## src/rtl/http_chunked_body_decoder_defines.svh

```systemverilog
// Assertion helpers shared by the decoder RTL.
`ifndef HTTP_CHUNKED_BODY_DECODER_DEFINES_SVH
`define HTTP_CHUNKED_BODY_DECODER_DEFINES_SVH

// Checked only out of reset.
`define HCBD_ASSERT(lbl, prop, msg) \
  lbl: assert property (@(posedge clk_i) disable iff (!rst_ni) prop) else $error(msg);

// Checked at every edge, reset included.
`define HCBD_ASSERT_ALWAYS(lbl, prop, msg) \
  lbl: assert property (@(posedge clk_i) prop) else $error(msg);

`endif

```

## src/rtl/hcbd_pkg.sv

```systemverilog
package hcbd_pkg;

  localparam int unsigned MAX_SIZE_DIGITS = 16;
  localparam int unsigned CNT_W = 5;
  localparam int unsigned SIZE_W = 64;

  localparam logic [7:0] CH_CR   = 8'd13;
  localparam logic [7:0] CH_LF   = 8'd10;
  localparam logic [7:0] CH_SP   = 8'd32;
  localparam logic [7:0] CH_TAB  = 8'd9;
  localparam logic [7:0] CH_SEMI = 8'd59;

  typedef enum logic [3:0] {
    PH_SIZE_LEAD   = 4'd0,
    PH_SIZE_DIGITS = 4'd1,
    PH_SIZE_TRAIL  = 4'd2,
    PH_SIZE_EXT    = 4'd3,
    PH_SIZE_LF     = 4'd4,
    PH_DATA        = 4'd5,
    PH_DATA_CR     = 4'd6,
    PH_DATA_LF     = 4'd7,
    PH_TR_START    = 4'd8,
    PH_TR_LINE     = 4'd9,
    PH_TR_LINE_LF  = 4'd10,
    PH_TR_END_LF   = 4'd11,
    PH_DONE        = 4'd12,
    PH_ERROR       = 4'd13
  } phase_e;

  typedef enum logic [1:0] {
    ST_PROGRESS = 2'd0,
    ST_COMPLETE = 2'd1,
    ST_ERROR    = 2'd2,
    ST_BEYOND   = 2'd3
  } status_e;

  typedef struct packed {
    logic       ok;
    logic [3:0] val;
  } hex_t;

  function automatic hex_t hex_digit(input logic [7:0] b);
    hex_t h;
    h.ok  = 1'b1;
    h.val = 4'd0;
    if (b inside {[8'd48:8'd57]}) begin
      h.val = 4'(b - 8'd48);
    end else if (b inside {[8'd97:8'd102]}) begin
      h.val = 4'(b - 8'd87);
    end else if (b inside {[8'd65:8'd70]}) begin
      h.val = 4'(b - 8'd55);
    end else begin
      h.ok = 1'b0;
    end
    return h;
  endfunction

  function automatic logic is_blank(input logic [7:0] b);
    return (b == CH_SP) || (b == CH_TAB);
  endfunction

endpackage

```

## src/rtl/hcbd_if.sv

```systemverilog
interface hcbd_in_if;
  logic       valid;
  logic       ready;
  logic       restart;
  logic [7:0] data_byte;

  modport source (output valid, output restart, output data_byte, input ready);
  modport sink   (input valid, input restart, input data_byte, output ready);
endinterface

interface hcbd_out_if;
  logic       valid;
  logic       ready;
  logic [7:0] payload_byte;
  logic       payload_valid;
  logic [1:0] status;

  modport source (output valid, output payload_byte, output payload_valid, output status,
                  input ready);
  modport sink   (input valid, input payload_byte, input payload_valid, input status,
                  output ready);
endinterface

```

## src/rtl/http_chunked_body_decoder.sv

```systemverilog
// Channel   Dir  Payload                                 Accepted when
// in_i      in   restart, data_byte                      valid & ready
// out_o     out  payload_byte, payload_valid, status     valid & ready
//
// One input byte gives one result item; a byte is taken every cycle unless
// the result register is full and out_o.ready is low. The parser state and
// the result register load on the same edge that accepts the byte.
// in_i.ready stays high while the result register is empty or being drained,
// so a full register stalls input only while out_o.ready is low.
// rst_ni clears the parser to size-line start and empties the result register.
`include "http_chunked_body_decoder_defines.svh"

module http_chunked_body_decoder (
  input  logic            clk_i,
  input  logic            rst_ni,
  hcbd_in_if.sink         in_i,
  hcbd_out_if.source      out_o
);

  hcbd_pkg::phase_e                     phase_q, phase_d, ph;
  logic [hcbd_pkg::CNT_W-1:0]           digits_q, digits_d, dg;
  logic [hcbd_pkg::SIZE_W-1:0]          chunk_q, chunk_d, ck;

  logic                                 out_valid_q;
  logic [7:0]                           out_byte_q, out_byte_d;
  logic                                 out_pv_q, out_pv_d;
  hcbd_pkg::status_e                    out_st_q, out_st_d;

  logic                                 in_fire;
  logic [7:0]                           b;
  hcbd_pkg::hex_t                       hx;

  assign in_i.ready = !out_valid_q || out_o.ready;
  assign in_fire    = in_i.valid && in_i.ready;
  assign b          = in_i.data_byte;
  assign hx         = hcbd_pkg::hex_digit(b);

  always_comb begin
    hcbd_pkg::status_e st;
    logic              pv;
    // restart applies before this byte is parsed
    ph = in_i.restart ? hcbd_pkg::PH_SIZE_LEAD : phase_q;
    dg = in_i.restart ? '0 : digits_q;
    ck = in_i.restart ? '0 : chunk_q;

    phase_d  = ph;
    digits_d = dg;
    chunk_d  = ck;
    st       = hcbd_pkg::ST_PROGRESS;
    pv       = 1'b0;

    case (ph)
      hcbd_pkg::PH_SIZE_LEAD, hcbd_pkg::PH_SIZE_DIGITS, hcbd_pkg::PH_SIZE_TRAIL: begin
        if (hcbd_pkg::is_blank(b)) begin
          if (ph == hcbd_pkg::PH_SIZE_DIGITS) phase_d = hcbd_pkg::PH_SIZE_TRAIL;
        end else if (b == hcbd_pkg::CH_SEMI || b == hcbd_pkg::CH_CR) begin
          if (dg == '0) begin
            phase_d = hcbd_pkg::PH_ERROR;
          end else begin
            phase_d = (b == hcbd_pkg::CH_CR) ? hcbd_pkg::PH_SIZE_LF : hcbd_pkg::PH_SIZE_EXT;
          end
        end else if (hx.ok && ph != hcbd_pkg::PH_SIZE_TRAIL) begin
          if (dg >= hcbd_pkg::CNT_W'(hcbd_pkg::MAX_SIZE_DIGITS)) begin
            phase_d = hcbd_pkg::PH_ERROR;
          end else begin
            chunk_d  = {ck[hcbd_pkg::SIZE_W-5:0], hx.val};
            digits_d = dg + hcbd_pkg::CNT_W'(1);
            phase_d  = hcbd_pkg::PH_SIZE_DIGITS;
          end
        end else begin
          phase_d = hcbd_pkg::PH_ERROR;
        end
      end
      hcbd_pkg::PH_SIZE_EXT: begin
        if (b == hcbd_pkg::CH_CR) phase_d = hcbd_pkg::PH_SIZE_LF;
      end
      hcbd_pkg::PH_SIZE_LF: begin
        if (b != hcbd_pkg::CH_LF) begin
          phase_d = hcbd_pkg::PH_ERROR;
        end else begin
          digits_d = '0;
          phase_d  = (ck == '0) ? hcbd_pkg::PH_TR_START : hcbd_pkg::PH_DATA;
        end
      end
      hcbd_pkg::PH_DATA: begin
        pv      = 1'b1;
        chunk_d = ck - hcbd_pkg::SIZE_W'(1);
        // last payload byte of the chunk
        if (ck == hcbd_pkg::SIZE_W'(1)) phase_d = hcbd_pkg::PH_DATA_CR;
      end
      hcbd_pkg::PH_DATA_CR: begin
        phase_d = (b == hcbd_pkg::CH_CR) ? hcbd_pkg::PH_DATA_LF : hcbd_pkg::PH_ERROR;
      end
      hcbd_pkg::PH_DATA_LF: begin
        phase_d = (b == hcbd_pkg::CH_LF) ? hcbd_pkg::PH_SIZE_LEAD : hcbd_pkg::PH_ERROR;
      end
      hcbd_pkg::PH_TR_START: begin
        phase_d = (b == hcbd_pkg::CH_CR) ? hcbd_pkg::PH_TR_END_LF : hcbd_pkg::PH_TR_LINE;
      end
      hcbd_pkg::PH_TR_LINE: begin
        if (b == hcbd_pkg::CH_CR) phase_d = hcbd_pkg::PH_TR_LINE_LF;
      end
      hcbd_pkg::PH_TR_LINE_LF: begin
        phase_d = (b == hcbd_pkg::CH_LF) ? hcbd_pkg::PH_TR_START : hcbd_pkg::PH_ERROR;
      end
      hcbd_pkg::PH_TR_END_LF: begin
        if (b == hcbd_pkg::CH_LF) begin
          phase_d = hcbd_pkg::PH_DONE;
          st      = hcbd_pkg::ST_COMPLETE;
        end else begin
          phase_d = hcbd_pkg::PH_ERROR;
        end
      end
      hcbd_pkg::PH_DONE: begin
        st = hcbd_pkg::ST_BEYOND;
      end
      default: begin
        phase_d = hcbd_pkg::PH_ERROR;
      end
    endcase

    if (phase_d == hcbd_pkg::PH_ERROR) begin
      st = hcbd_pkg::ST_ERROR;
      pv = 1'b0;
    end

    out_pv_d   = pv;
    out_st_d   = st;
    out_byte_d = pv ? b : 8'd0;
  end

  always_ff @(posedge clk_i or negedge rst_ni) begin
    if (!rst_ni) begin
      phase_q     <= hcbd_pkg::PH_SIZE_LEAD;
      digits_q    <= '0;
      chunk_q     <= '0;
      out_valid_q <= 1'b0;
    end else begin
      if (in_fire) begin
        phase_q  <= phase_d;
        digits_q <= digits_d;
        chunk_q  <= chunk_d;
      end
      if (in_fire) begin
        out_valid_q <= 1'b1;
      end else if (out_o.ready) begin
        out_valid_q <= 1'b0;
      end
    end
  end

  always_ff @(posedge clk_i) begin
    if (in_fire) begin
      out_byte_q <= out_byte_d;
      out_pv_q   <= out_pv_d;
      out_st_q   <= out_st_d;
    end
  end

  assign out_o.valid         = out_valid_q;
  assign out_o.payload_byte  = out_byte_q;
  assign out_o.payload_valid = out_pv_q;
  assign out_o.status        = out_st_q;

  `HCBD_ASSERT(a_pv_in_progress, out_o.valid && out_o.payload_valid |-> out_o.status == hcbd_pkg::ST_PROGRESS, "payload byte with non-progress status")
  `HCBD_ASSERT(a_byte_zero, out_o.valid && !out_o.payload_valid |-> out_o.payload_byte == 8'd0, "non-payload item carries a byte")
  `HCBD_ASSERT(a_error_sticky, in_fire && !in_i.restart && phase_q == hcbd_pkg::PH_ERROR |=> out_o.status == hcbd_pkg::ST_ERROR, "error phase left without restart")
  `HCBD_ASSERT_ALWAYS(a_data_nonzero, phase_q == hcbd_pkg::PH_DATA |-> chunk_q != '0, "payload phase with no bytes due")

endmodule
```

## src/flat_wrapper.sv

```systemverilog
// flat-port wrapper written by rule: the top's interface ports become plain ports
module http_chunked_body_decoder_flat 
  (clk_i, rst_ni, in_i_valid, in_i_restart, in_i_data_byte, in_i_ready, out_o_valid, out_o_payload_byte, out_o_payload_valid, out_o_status, out_o_ready);
  hcbd_in_if in_i_i ();
  hcbd_out_if out_o_i ();
  input  logic clk_i;
  input  logic rst_ni;
  input wire logic [$bits(in_i_i.valid)-1:0] in_i_valid;
  input wire logic [$bits(in_i_i.restart)-1:0] in_i_restart;
  input wire logic [$bits(in_i_i.data_byte)-1:0] in_i_data_byte;
  output wire logic [$bits(in_i_i.ready)-1:0] in_i_ready;
  output wire logic [$bits(out_o_i.valid)-1:0] out_o_valid;
  output wire logic [$bits(out_o_i.payload_byte)-1:0] out_o_payload_byte;
  output wire logic [$bits(out_o_i.payload_valid)-1:0] out_o_payload_valid;
  output wire logic [$bits(out_o_i.status)-1:0] out_o_status;
  input wire logic [$bits(out_o_i.ready)-1:0] out_o_ready;
  assign in_i_i.valid = in_i_valid;
  assign in_i_i.restart = in_i_restart;
  assign in_i_i.data_byte = in_i_data_byte;
  assign in_i_ready = in_i_i.ready;
  assign out_o_valid = out_o_i.valid;
  assign out_o_payload_byte = out_o_i.payload_byte;
  assign out_o_payload_valid = out_o_i.payload_valid;
  assign out_o_status = out_o_i.status;
  assign out_o_i.ready = out_o_ready;
  http_chunked_body_decoder u_core (.clk_i(clk_i), .rst_ni(rst_ni), .in_i(in_i_i), .out_o(out_o_i));
endmodule
```

## config.mk

```make
export PLATFORM = sky130hd
export DESIGN_NAME = http_chunked_body_decoder_flat
export DESIGN_NICKNAME = d
export VERILOG_FILES = /design/src/rtl/hcbd_pkg.sv /design/src/rtl/hcbd_if.sv /design/src/rtl/http_chunked_body_decoder.sv /design/src/flat_wrapper.sv
export VERILOG_INCLUDE_DIRS = /design/src /design/src/rtl
export SDC_FILE = /design/constraint.sdc
export NUM_CORES = 1
export LEC_CHECK = 0
export BUFFER_PORTS_ARGS = -buffer_cell sky130_fd_sc_hd__buf_4
export CAP_MARGIN = 20
export CELL_PAD_IN_SITES_DETAIL_PLACEMENT = 0
export CELL_PAD_IN_SITES_GLOBAL_PLACEMENT = 1
export CORE_UTILIZATION = 43
export CTS_CLUSTER_SIZE = 24
export DETAILED_ROUTE_END_ITERATION = 10
export PLACE_DENSITY_LB_ADDON = 0.1
export SETUP_SLACK_MARGIN = 0.15
export SLEW_MARGIN = 30
export SYNTH_ARGS = -nofsm -noshare
export SYNTH_HDL_FRONTEND = slang
export SYNTH_SLANG_ARGS = --single-unit
```

## constraint.sdc

```tcl
create_clock -name clk_i -period 5.8 [get_ports clk_i]
set_input_delay 0.58 -clock clk_i [delete_from_list [all_inputs] [get_ports clk_i]]
set_output_delay 0.58 -clock clk_i [all_outputs]
set_load 0.03 [all_outputs]
```

==> impl_metrics.env, run 1 <==
export IMPL_grt_max_degree=75
export IMPL_netlist_top_cells_count="78 x nor2_1, 75 x nand2_1, 75 x o21ai_0"
export IMPL_syn_to_final_growth_pct=8.766
export IMPL_syn_avg_cell_area_um2=7.886
export IMPL_worst_setup_hold_path_clk_slew_ns=0.07
export IMPL_via_count=6794
export IMPL_cts_buffers=9
export IMPL_crit_start="u_core.phase_q[2]"
export IMPL_tightest_slew_ns=1.028
export IMPL_gp_congestion=0.9054
export IMPL_nets=836
export IMPL_cts_hold_buffers=0
export IMPL_rrSetupSlack_ns=2.14
export IMPL_grt_overflow=0
export IMPL_finalCritPeriodShare=0.6319
export IMPL_avgRoutedWirePerCell_um=22.69
export IMPL_cts_resized=0
export IMPL_drc=0
export IMPL_die_area_um2=15870
export IMPL_yosys_top_cells_area="dfrtp_1 28%, o21ai_0 5.7%, edfxtp_1 5.0%"
export IMPL_synth_edf_count=11
export IMPL_r2r_start="u_core.phase_q[2]"
export IMPL_postRouteAntennaNets=0
export IMPL_die_h_um=126.0
export IMPL_critPathRequiredTime_ns=5.99
export IMPL_setup_viol=0
export IMPL_r2r_cells=8
export IMPL_ios=26
export IMPL_dp_hpwl_mm=15.21
export IMPL_vdd_drop_max_mv=0.1911
export IMPL_clock_sinks=85
export IMPL_dp_cells=987
export IMPL_crit_arrival_ns=3.86
export IMPL_final_util=0.4872
export IMPL_die_x_um=126.0
export IMPL_regToRegEndpoint="u_core.chunk_q[34]"
export IMPL_root_buffer="clkbuf_16"
export IMPL_core_area_um2=14750
export IMPL_wirelength_mm=22.76
export IMPL_worst_setup_path_start_kind="flip-flop"
export IMPL_maxCapViolations=0
export IMPL_clock_fmax_ghz=0.2729
export IMPL_crit_end="u_core.chunk_q[34]"
export IMPL_grt_pass1_wl_mm=36.20
export IMPL_crit_fanout=18
export IMPL_nFillCells=1420
export IMPL_syn_instance_count=838
export IMPL_powerDensity_nw_per_um2=350.4
export IMPL_postCtsSetupRepairBufs=0
export IMPL_synth_distinct_cells=80
export IMPL_tns_ns=0
export IMPL_io_buffers=25
export IMPL_antenna_found_initial=0
export IMPL_synth_warnings=0
export IMPL_yosysTopAreaCell="dfrtp_1"
export IMPL_track_usage=0.2931
export IMPL_first_iter_violations=1013
export IMPL_synth_top_area_frac=0.2802
export IMPL_cts_buffer_depth=2
export IMPL_fin_worst_skew_ns=0.008836
export IMPL_dp_slack_ns=1.891
export IMPL_layout_setup_ws_ns=2.135
export IMPL_status="finished, final reports clean"
export IMPL_hold_class="primary input to async pin"
export IMPL_rsz0062_at_grt="false"
export IMPL_max_slew_margin=0.3146
export IMPL_yosysSeqAreaShare=0.3302
export IMPL_final_max_slew_viol_count=0
export IMPL_crit_type="flip-flop to flip-flop"
export IMPL_hold_slack_ns=0.2413
export IMPL_synthArstFlopShare=0.8706
export IMPL_htree_levels=3
export IMPL_drive_above_1_share=0.1013
export IMPL_synth_nets=860
export IMPL_ys_seq_elements=85
export IMPL_synth_top_flop_cell="dfrtp_1"
export IMPL_synth_most_common_cell="nor2_1"
export IMPL_worstSkewPairLatency_ns=0.35
export IMPL_grt_pass1_vias=6323
export IMPL_cts_tree="done"
export IMPL_num_antenna_cells=0
export IMPL_rows=44
export IMPL_hold_viol_final=0
export IMPL_firstDrtPassIters=6
export IMPL_power_leakage_nw=2.801
export IMPL_layoutNonFillerInstCount=1003
export IMPL_start_util=0.4479
export IMPL_viasPerCell=6.774
export IMPL_netlist_area_um2=6609
export IMPL_period_minus_slack_ns=3.665
export IMPL_end_kind="flip-flop"
-- worst min-delay path by stage --
stage | cells after the start | end | slack, ns | from
global placement | 1 | u_core.digits_q[4] | 0.51 | u_core.digits_q[4]
detailed placement | 1 | u_core.digits_q[1] | 0.52 | u_core.digits_q[1]
finish | 1 | u_core.chunk_q[58] | 0.24 | rst_ni
global route | 1 | u_core.chunk_q[57] | 0.32 | rst_ni
floorplan | 0 | u_core.chunk_q[0] | 0.28 | rst_ni
CTS | 1 | u_core.chunk_q[60] | 0.30 | rst_ni
-- through the flow --
| stage | total power (W) | cell area [um2] |
|---|---|---|
| 5_1_grt | 0.002673 | 7188 |
| 4_1_cts | 0.002504 | 7183 |
| 3_3_place_gp | 0.001851 | 6843 |
| 2_1_floorplan | 0.001577 | 6609 |
| 3_5_place_dp | 0.001859 | 6853 |
| 6_report | 0.002519 | 7188 |
-- worst max-delay path, cell delays in order (launching register included) --
cell      delay (ns)
dfrtp_1         0.67
or3b_1          0.48
or2_2           0.46
inv_1           0.39
nand2_1         0.30
nor4_1          0.76
a211oi_1        0.16
o21ai_0         0.17
o21ai_0         0.10
-- power by group --
part | switching, W | internal, W
Sequential | 0.000215 | 0.000714
Clock | 0.000257 | 0.000385
Combinational | 0.000593 | 0.000354
Total | 0.00107 | 0.00145
-- state kept, by name (all words and copies together), names as in the netlist --
signal	flops
u_core.chunk_q	64
u_core.out_o.status	2
u_core.out_o.valid	1
u_core.out_o.payload_valid	1
u_core.out_o.payload_byte	8
u_core.digits_q	5
u_core.phase_q	4
-- layout by cell type, fill, tap and decap left out, types with 8 or more instances in the layout --
cell / instances
nor2_1: 78
o21ai_0: 75
nand2_1: 74
dfrtp_1: 74
a21oi_1: 61
nor3_1: 43
buf_4: 35
inv_1: 21
nand3_1: 19
a22o_1: 19
o22ai_1: 17
mux2i_1: 16
nor4_1: 15
a31oi_1: 15
or3_1: 14
nand2b_1: 11
a21o_1: 11
edfxtp_1: 11
clkbuf_16: 10
ha_1: 9
or4_1: 8
and2_1: 8
o32ai_1: 8
-- area by class of cell --
class | count | area, um2 | area share
clock buffer | 12 | 277.8 | 0.03864
multi-input combinational | 660 | 4088 | 0.5687
timing repair buffer | 36 | 274.0 | 0.03812
tap | 184 | 230.2 | 0.03203
sequential | 85 | 2182 | 0.3036
clock inverter | 4 | 52.55 | 0.007311
inverter | 22 | 83.83 | 0.01166
-- cell families after synthesis --
family / synth area share
mux: 0.02764
simple gates: 0.2548
buf+inv: 0.05528
fa+ha+maj: 0.01704
flops: 0.3302
compound gates: 0.3150
-- per-layer routing --
layer | vias to the layer above | wire length [um] | track usage
met5 | - | 0 | 0
met3 | 41 | 1917 | 0.05098
met2 | 344 | 9912 | 0.4313
met1 | 3257 | 10320 | 0.4219
li1 | 3152 | - | -
met4 | 0 | 613 | 0.1226
Power figures use the tool's default switching activity.
==> run 2: changes to the inputs <==
- clock period: 5.8 -> 3.7 ns (I/O delays scaled with it)
==> run 2 against run 1 <==
  * Global-route usage increased by 0.83 points
  * Flip-flop and latch count unchanged
  * Count of clock-buffer cells in the layout increased by 1
  * Sequential share of layout area down 0.65 points
  * Largest cell class unchanged
  * Hold slack lost 0.20 ns
  * Register-to-register slack got worse by 1.7 ns
  * Wire length increased by 2.9%
  * Cell count up 2.3%
  * Final area rose by 2.2%
==> impl_metrics.env, run 2 (synthesis results as in run 1) <==
export IMPL_status="finished, final reports clean"
export IMPL_worst_setup_hold_path_clk_slew_ns=0.06
export IMPL_via_count=6919
export IMPL_track_usage=0.3015
export IMPL_postCtsSetupRepairBufs=0
export IMPL_cts_tree="done"
export IMPL_gp_congestion=0.9274
export IMPL_final_util=0.4979
export IMPL_syn_to_final_growth_pct=11.15
export IMPL_period_minus_slack_ns=3.250
export IMPL_antenna_found_initial=0
export IMPL_ios=26
export IMPL_dp_hpwl_mm=15.71
export IMPL_finalCritPeriodShare=0.8783
export IMPL_die_x_um=126.0
export IMPL_worst_setup_path_start_kind="flip-flop"
export IMPL_nFillCells=1437
export IMPL_max_slew_margin=0.4586
export IMPL_rrSetupSlack_ns=0.45
export IMPL_nets=859
export IMPL_end_kind="flip-flop"
export IMPL_final_cell_area_um2=7346
export IMPL_grt_pass1_wl_mm=37.33
export IMPL_drc=0
export IMPL_firstDrtPassIters=5
export IMPL_wirelength_mm=23.43
export IMPL_grt_pass1_vias=6398
export IMPL_dp_slack_ns=0.4739
export IMPL_worstSkewPairLatency_ns=0.35
export IMPL_postRouteAntennaNets=0
export IMPL_core_area_um2=14750
export IMPL_num_antenna_cells=0
export IMPL_cts_buffers=9
export IMPL_viasPerCell=6.744
export IMPL_placed_cell_area_um2=7057
export IMPL_maxCapViolations=0
export IMPL_top_register="u_core.chunk_q"
export IMPL_clock_fmax_ghz=0.3077
export IMPL_vdd_drop_max_mv=0.2640
export IMPL_die_area_um2=15870
export IMPL_tns_ns=0
export IMPL_powerDensity_nw_per_um2=540.0
export IMPL_crit_fanout=16
export IMPL_grt_max_degree=75
export IMPL_first_iter_violations=916
export IMPL_fin_worst_skew_ns=0.008544
export IMPL_die_h_um=126.0
export IMPL_cts_buffer_depth=2
export IMPL_final_max_slew_viol_count=0
export IMPL_setup_viol=0
export IMPL_final_common_cell="nor2_1"
export IMPL_drive_above_1_share=0.1223
export IMPL_hold_class="primary input to async pin"
export IMPL_power_leakage_nw=2.900
export IMPL_rows=44
export IMPL_multiInputGateArea_um2=4090
export IMPL_largest_register_ffs=64
export IMPL_htree_levels=3
export IMPL_cts_hold_buffers=0
export IMPL_rsz0062_at_grt="false"
export IMPL_hold_slack_ns=0.04326
export IMPL_root_buffer="clkbuf_16"
export IMPL_clock_sinks=85
export IMPL_grt_overflow=0
export IMPL_start_util=0.4479
export IMPL_io_buffers=25
export IMPL_regArea_um2=2182
export IMPL_cts_resized=0
export IMPL_crit_arrival_ns=3.49
export IMPL_crit_type="flip-flop to flip-flop"
export IMPL_final_cell_mix="78 x nor2_1, 75 x o21ai_0, 74 x nand2_1, 74 x dfrtp_1, 62 x a21oi_1"
export IMPL_avgRoutedWirePerCell_um=22.83
export IMPL_hold_viol_final=0
export IMPL_critPathRequiredTime_ns=3.94
export IMPL_tightest_slew_ns=0.8101
export IMPL_layout_setup_ws_ns=0.4502
[run 2: cell types whose count changed in the layout (fill, tap and decap cells not counted)]
| cell | change |
|---|---|
| clkbuf_8 | -1 |
| clkinvlp_4 | +1 |
| buf_4 | +21 |
| clkbuf_1 | +2 |
| buf_12 | +2 |
| clkinv_4 | -2 |
| bufinv_16 | -1 |
| nor3_4 | +1 |
| inv_2 | +1 |
| a21oi_1 | +1 |
| nor3_2 | -1 |
| a21oi_2 | -1 |
[run 2: final timing paths]
check | cells past startpoint | end | from
max | 8 | u_core.chunk_q[55] | u_core.phase_q[3]
min | 1 | u_core.chunk_q[62] | rst_ni
max reg2reg | 8 | u_core.chunk_q[55] | u_core.phase_q[3]
min reg2reg | 1 | u_core.digits_q[1] | u_core.digits_q[1]
max in group asynchronous | 1 | u_core.phase_q[3] | rst_ni
min in group clk_i | 2 | u_core.out_o.valid | in_i_valid
[run 2: layout make-up]
type | count | area share
inverter | 22 | 0.01124
clock inverter | 3 | 0.002385
multi-input combinational | 660 | 0.5568
sequential | 85 | 0.2971
tap | 184 | 0.03134
clock buffer | 13 | 0.03696
timing repair buffer | 59 | 0.06421
[run 2: per-stage QoR]
step / cells / total power [W]
2_1_floorplan: 838 / 0.002471
3_3_place_gp: 1010 / 0.002991
3_5_place_dp: 1010 / 0.003016
4_1_cts: 1026 / 0.003939
5_1_grt: 1026 / 0.004194
6_report: 1026 / 0.003966
[run 2: worst max-delay path, stage by stage (launching register included)]
cell	delay (ns)
dfrtp_1	0.39
buf_4	0.19
or3b_1	0.46
or2_2	0.50
or3_4	0.56
nor4_4	0.49
o21ai_1	0.17
a21o_1	0.21
a21o_1	0.17
[run 2: where the power goes]
group / total (W) / internal (W) / switching [W] / leakage (nW)
Combinational: 0.00162 / 0.000632 / 0.000991 / 1.67
Sequential: 0.00142 / 0.00112 / 0.000304 / 1.09
Clock: 0.000918 / 0.000514 / 0.000405 / 0.141
Total: 0.00397 / 0.00227 / 0.00170 / 2.90
[run 2: per-layer routing]
layer	routed length, um	up-vias	track usage
met3	1402	37	0.03908
met5	0	-	0
met1	11020	3421	0.4459
li1	-	3190	-
met4	547	0	0.1013
met2	10460	271	0.4514
==> run 3: changes to the inputs <==
- PLACE_DENSITY_LB_ADDON: 0.1 -> 0.3
==> run 3 against run 2 <==
  * Via count up 2.2%
  * Fmax up 0.31%
  * Flip-flop and latch count unchanged
  * Clock power down 4.8%
  * Register-to-register slack about the same
  * Cell count down 0.39%
  * Count of clock-buffer cells in the layout down 4
  * Sequential power about the same
  * Wire length down 1.1%
  * Sequential share of layout area up 0.23 points
  * Critical path depth down 1
  * Largest power group unchanged
==> impl_metrics.env, run 3 (synthesis results as in run 1) <==
export IMPL_worstSkewPairLatency_ns=0.36
export IMPL_layoutNonFillerInstCount=1022
export IMPL_drt_met1_wl_mm=10.61
export IMPL_drc=0
export IMPL_gp_congestion=0.9244
export IMPL_io_buffers=25
export IMPL_netSwitchingPower_w=0.001722
export IMPL_final_util=0.4940
export IMPL_power_leakage_nw=2.867
export IMPL_die_area_um2=15870
export IMPL_crit_fanout=17
export IMPL_syn_to_final_growth_pct=10.28
export IMPL_power_w=0.003903
export IMPL_dp_hpwl_mm=15.60
export IMPL_period_minus_slack_ns=3.240
export IMPL_cts_resized=0
export IMPL_rows=44
export IMPL_wl_met3_mm=1.516
export IMPL_firstDrtPassIters=6
export IMPL_grt_pass1_wl_mm=37.23
export IMPL_cts_tree="done"
export IMPL_finalCritPeriodShare=0.8756
export IMPL_swShare=0.4412
export IMPL_worst_setup_hold_path_clk_slew_ns=0.07
export IMPL_fin_worst_skew_ns=0.007494
export IMPL_nets=855
export IMPL_nFillCells=1440
export IMPL_maxCapViolations=0
export IMPL_clock_fmax_ghz=0.3087
export IMPL_cts_buffers=9
export IMPL_topRoutingLayerUsed="met4"
export IMPL_grt_max_degree=83
export IMPL_final_cell_mix="78 x nor2_1, 75 x o21ai_0, 74 x nand2_1, 74 x dfrtp_1, 62 x a21oi_1"
export IMPL_vdd_drop_max_mv=0.2369
export IMPL_antenna_found_initial=0
export IMPL_multiInputGateArea_um2=4084
export IMPL_clock_sinks=85
export IMPL_max_slew_margin=0.4977
export IMPL_crit_arrival_ns=3.49
export IMPL_htree_levels=3
export IMPL_p_seq_frac=0.372
export IMPL_wirelength_mm=23.16
export IMPL_hold_class="primary input to async pin"
export IMPL_dr_wl_met2_mm=10.37
export IMPL_start_util=0.4479
export IMPL_die_x_um=126.0
export IMPL_tns_ns=0
export IMPL_final_max_slew_viol_count=0
export IMPL_hold_viol_final=0
export IMPL_crit_type="flip-flop to flip-flop"
export IMPL_root_buffer="clkbuf_16"
export IMPL_postRouteAntennaNets=0
export IMPL_core_area_um2=14750
export IMPL_avgRoutedWirePerCell_um=22.66
export IMPL_status="finished, final reports clean"
export IMPL_dp_cells=1006
export IMPL_drive_above_1_share=0.1193
export IMPL_pwr_share_comb=0.404
export IMPL_regArea_um2=2182
export IMPL_postCtsSetupRepairBufs=0
export IMPL_worst_setup_path_start_kind="flip-flop"
export IMPL_p_clk_frac=0.224
export IMPL_setup_viol=0
export IMPL_ios=26
export IMPL_rsz0062_at_grt="false"
export IMPL_cts_buffer_depth=2
export IMPL_tightest_slew_ns=0.7534
export IMPL_powerDensity_nw_per_um2=535.5
export IMPL_final_common_cell="nor2_1"
export IMPL_track_usage=0.3005
export IMPL_via_count=7072
export IMPL_end_kind="flip-flop"
export IMPL_cts_hold_buffers=0
export IMPL_num_antenna_cells=0
export IMPL_die_h_um=126.0
export IMPL_grt_overflow=0
export IMPL_first_iter_violations=921
export IMPL_top_register="u_core.chunk_q"
export IMPL_largest_register_ffs=64
export IMPL_viasPerCell=6.920
export IMPL_critPathRequiredTime_ns=3.95
export IMPL_p_int_w=0.002181
export IMPL_grt_pass1_vias=6582
-- run 3: cell types whose count changed in the layout (fill, tap and decap cells not counted), sizes merged --
cell,delta
buf,-4
clkbuf,-4
clkinv,+3
clkinvlp,+1
-- run 3: power groups by stage --
stage | registers, W | logic [W] | clock network (W)
2_1_floorplan | 0.00130 | 0.00117 | 0
3_3_place_gp | 0.00145 | 0.00152 | 0
3_5_place_dp | 0.00145 | 0.00154 | 0
4_1_cts | 0.00144 | 0.00155 | 0.000879
5_1_grt | 0.00148 | 0.00172 | 0.000917
6_report | 0.00145 | 0.00158 | 0.000874
-- run 3: layout make-up --
type,count,share of cell area
clock inverters,7,0.005837
inverters,22,0.01133
multi-input cells,660,0.5603
clock buffers,9,0.03090
repair buffers,55,0.06060
well taps,184,0.03159
flip-flops and latches,85,0.2994
-- run 3: path summary, 6_finish.rpt --
kind                                          from                  to  slack [ns]  cells after the start
worst max-delay path             u_core.phase_q[3]  u_core.chunk_q[55]        0.46                      7
worst min-delay path                        rst_ni  u_core.chunk_q[58]        0.06                      1
worst max register to register   u_core.phase_q[3]  u_core.chunk_q[55]        0.46                      7
worst min register to register  u_core.digits_q[4]  u_core.digits_q[4]        0.53                      1
max in group asynchronous                   rst_ni  u_core.digits_q[2]        3.13                      1
min in group clk_i                      in_i_valid  u_core.out_o.valid        0.23                      2
-- run 3: through the flow --
| stage | instance area, um2 | hold slack (ns) | worst slack [ns] |
|---|---|---|---|
| 2_1_floorplan | 6609 | 0.07441 | 0.7178 |
| 3_3_place_gp | 7010 | 0.5004 | 0.4920 |
| 3_5_place_dp | 7020 | 0.4666 | 0.4841 |
| 4_1_cts | 7288 | 0.09332 | 0.4768 |
| 5_1_grt | 7288 | 0.1312 | 0.2912 |
| 6_report | 7288 | 0.05605 | 0.4604 |
-- run 3: critical path, stage by stage, from the launching register on --
cell	delay [ns]
dfrtp_1	0.56
or3b_1	0.53
or2_2	0.49
or3_4	0.56
nor4_4	0.44
o21ai_1	0.17
a21o_1	0.21
a21o_1	0.16
-- run 3: metal layers --
layer / track usage / up-vias
li1: - / 3187
met2: 0.4589 / 332
met5: 0.01238 / -
met4: 0.1134 / 0
met3: 0.03866 / 44
met1: 0.4310 / 3509
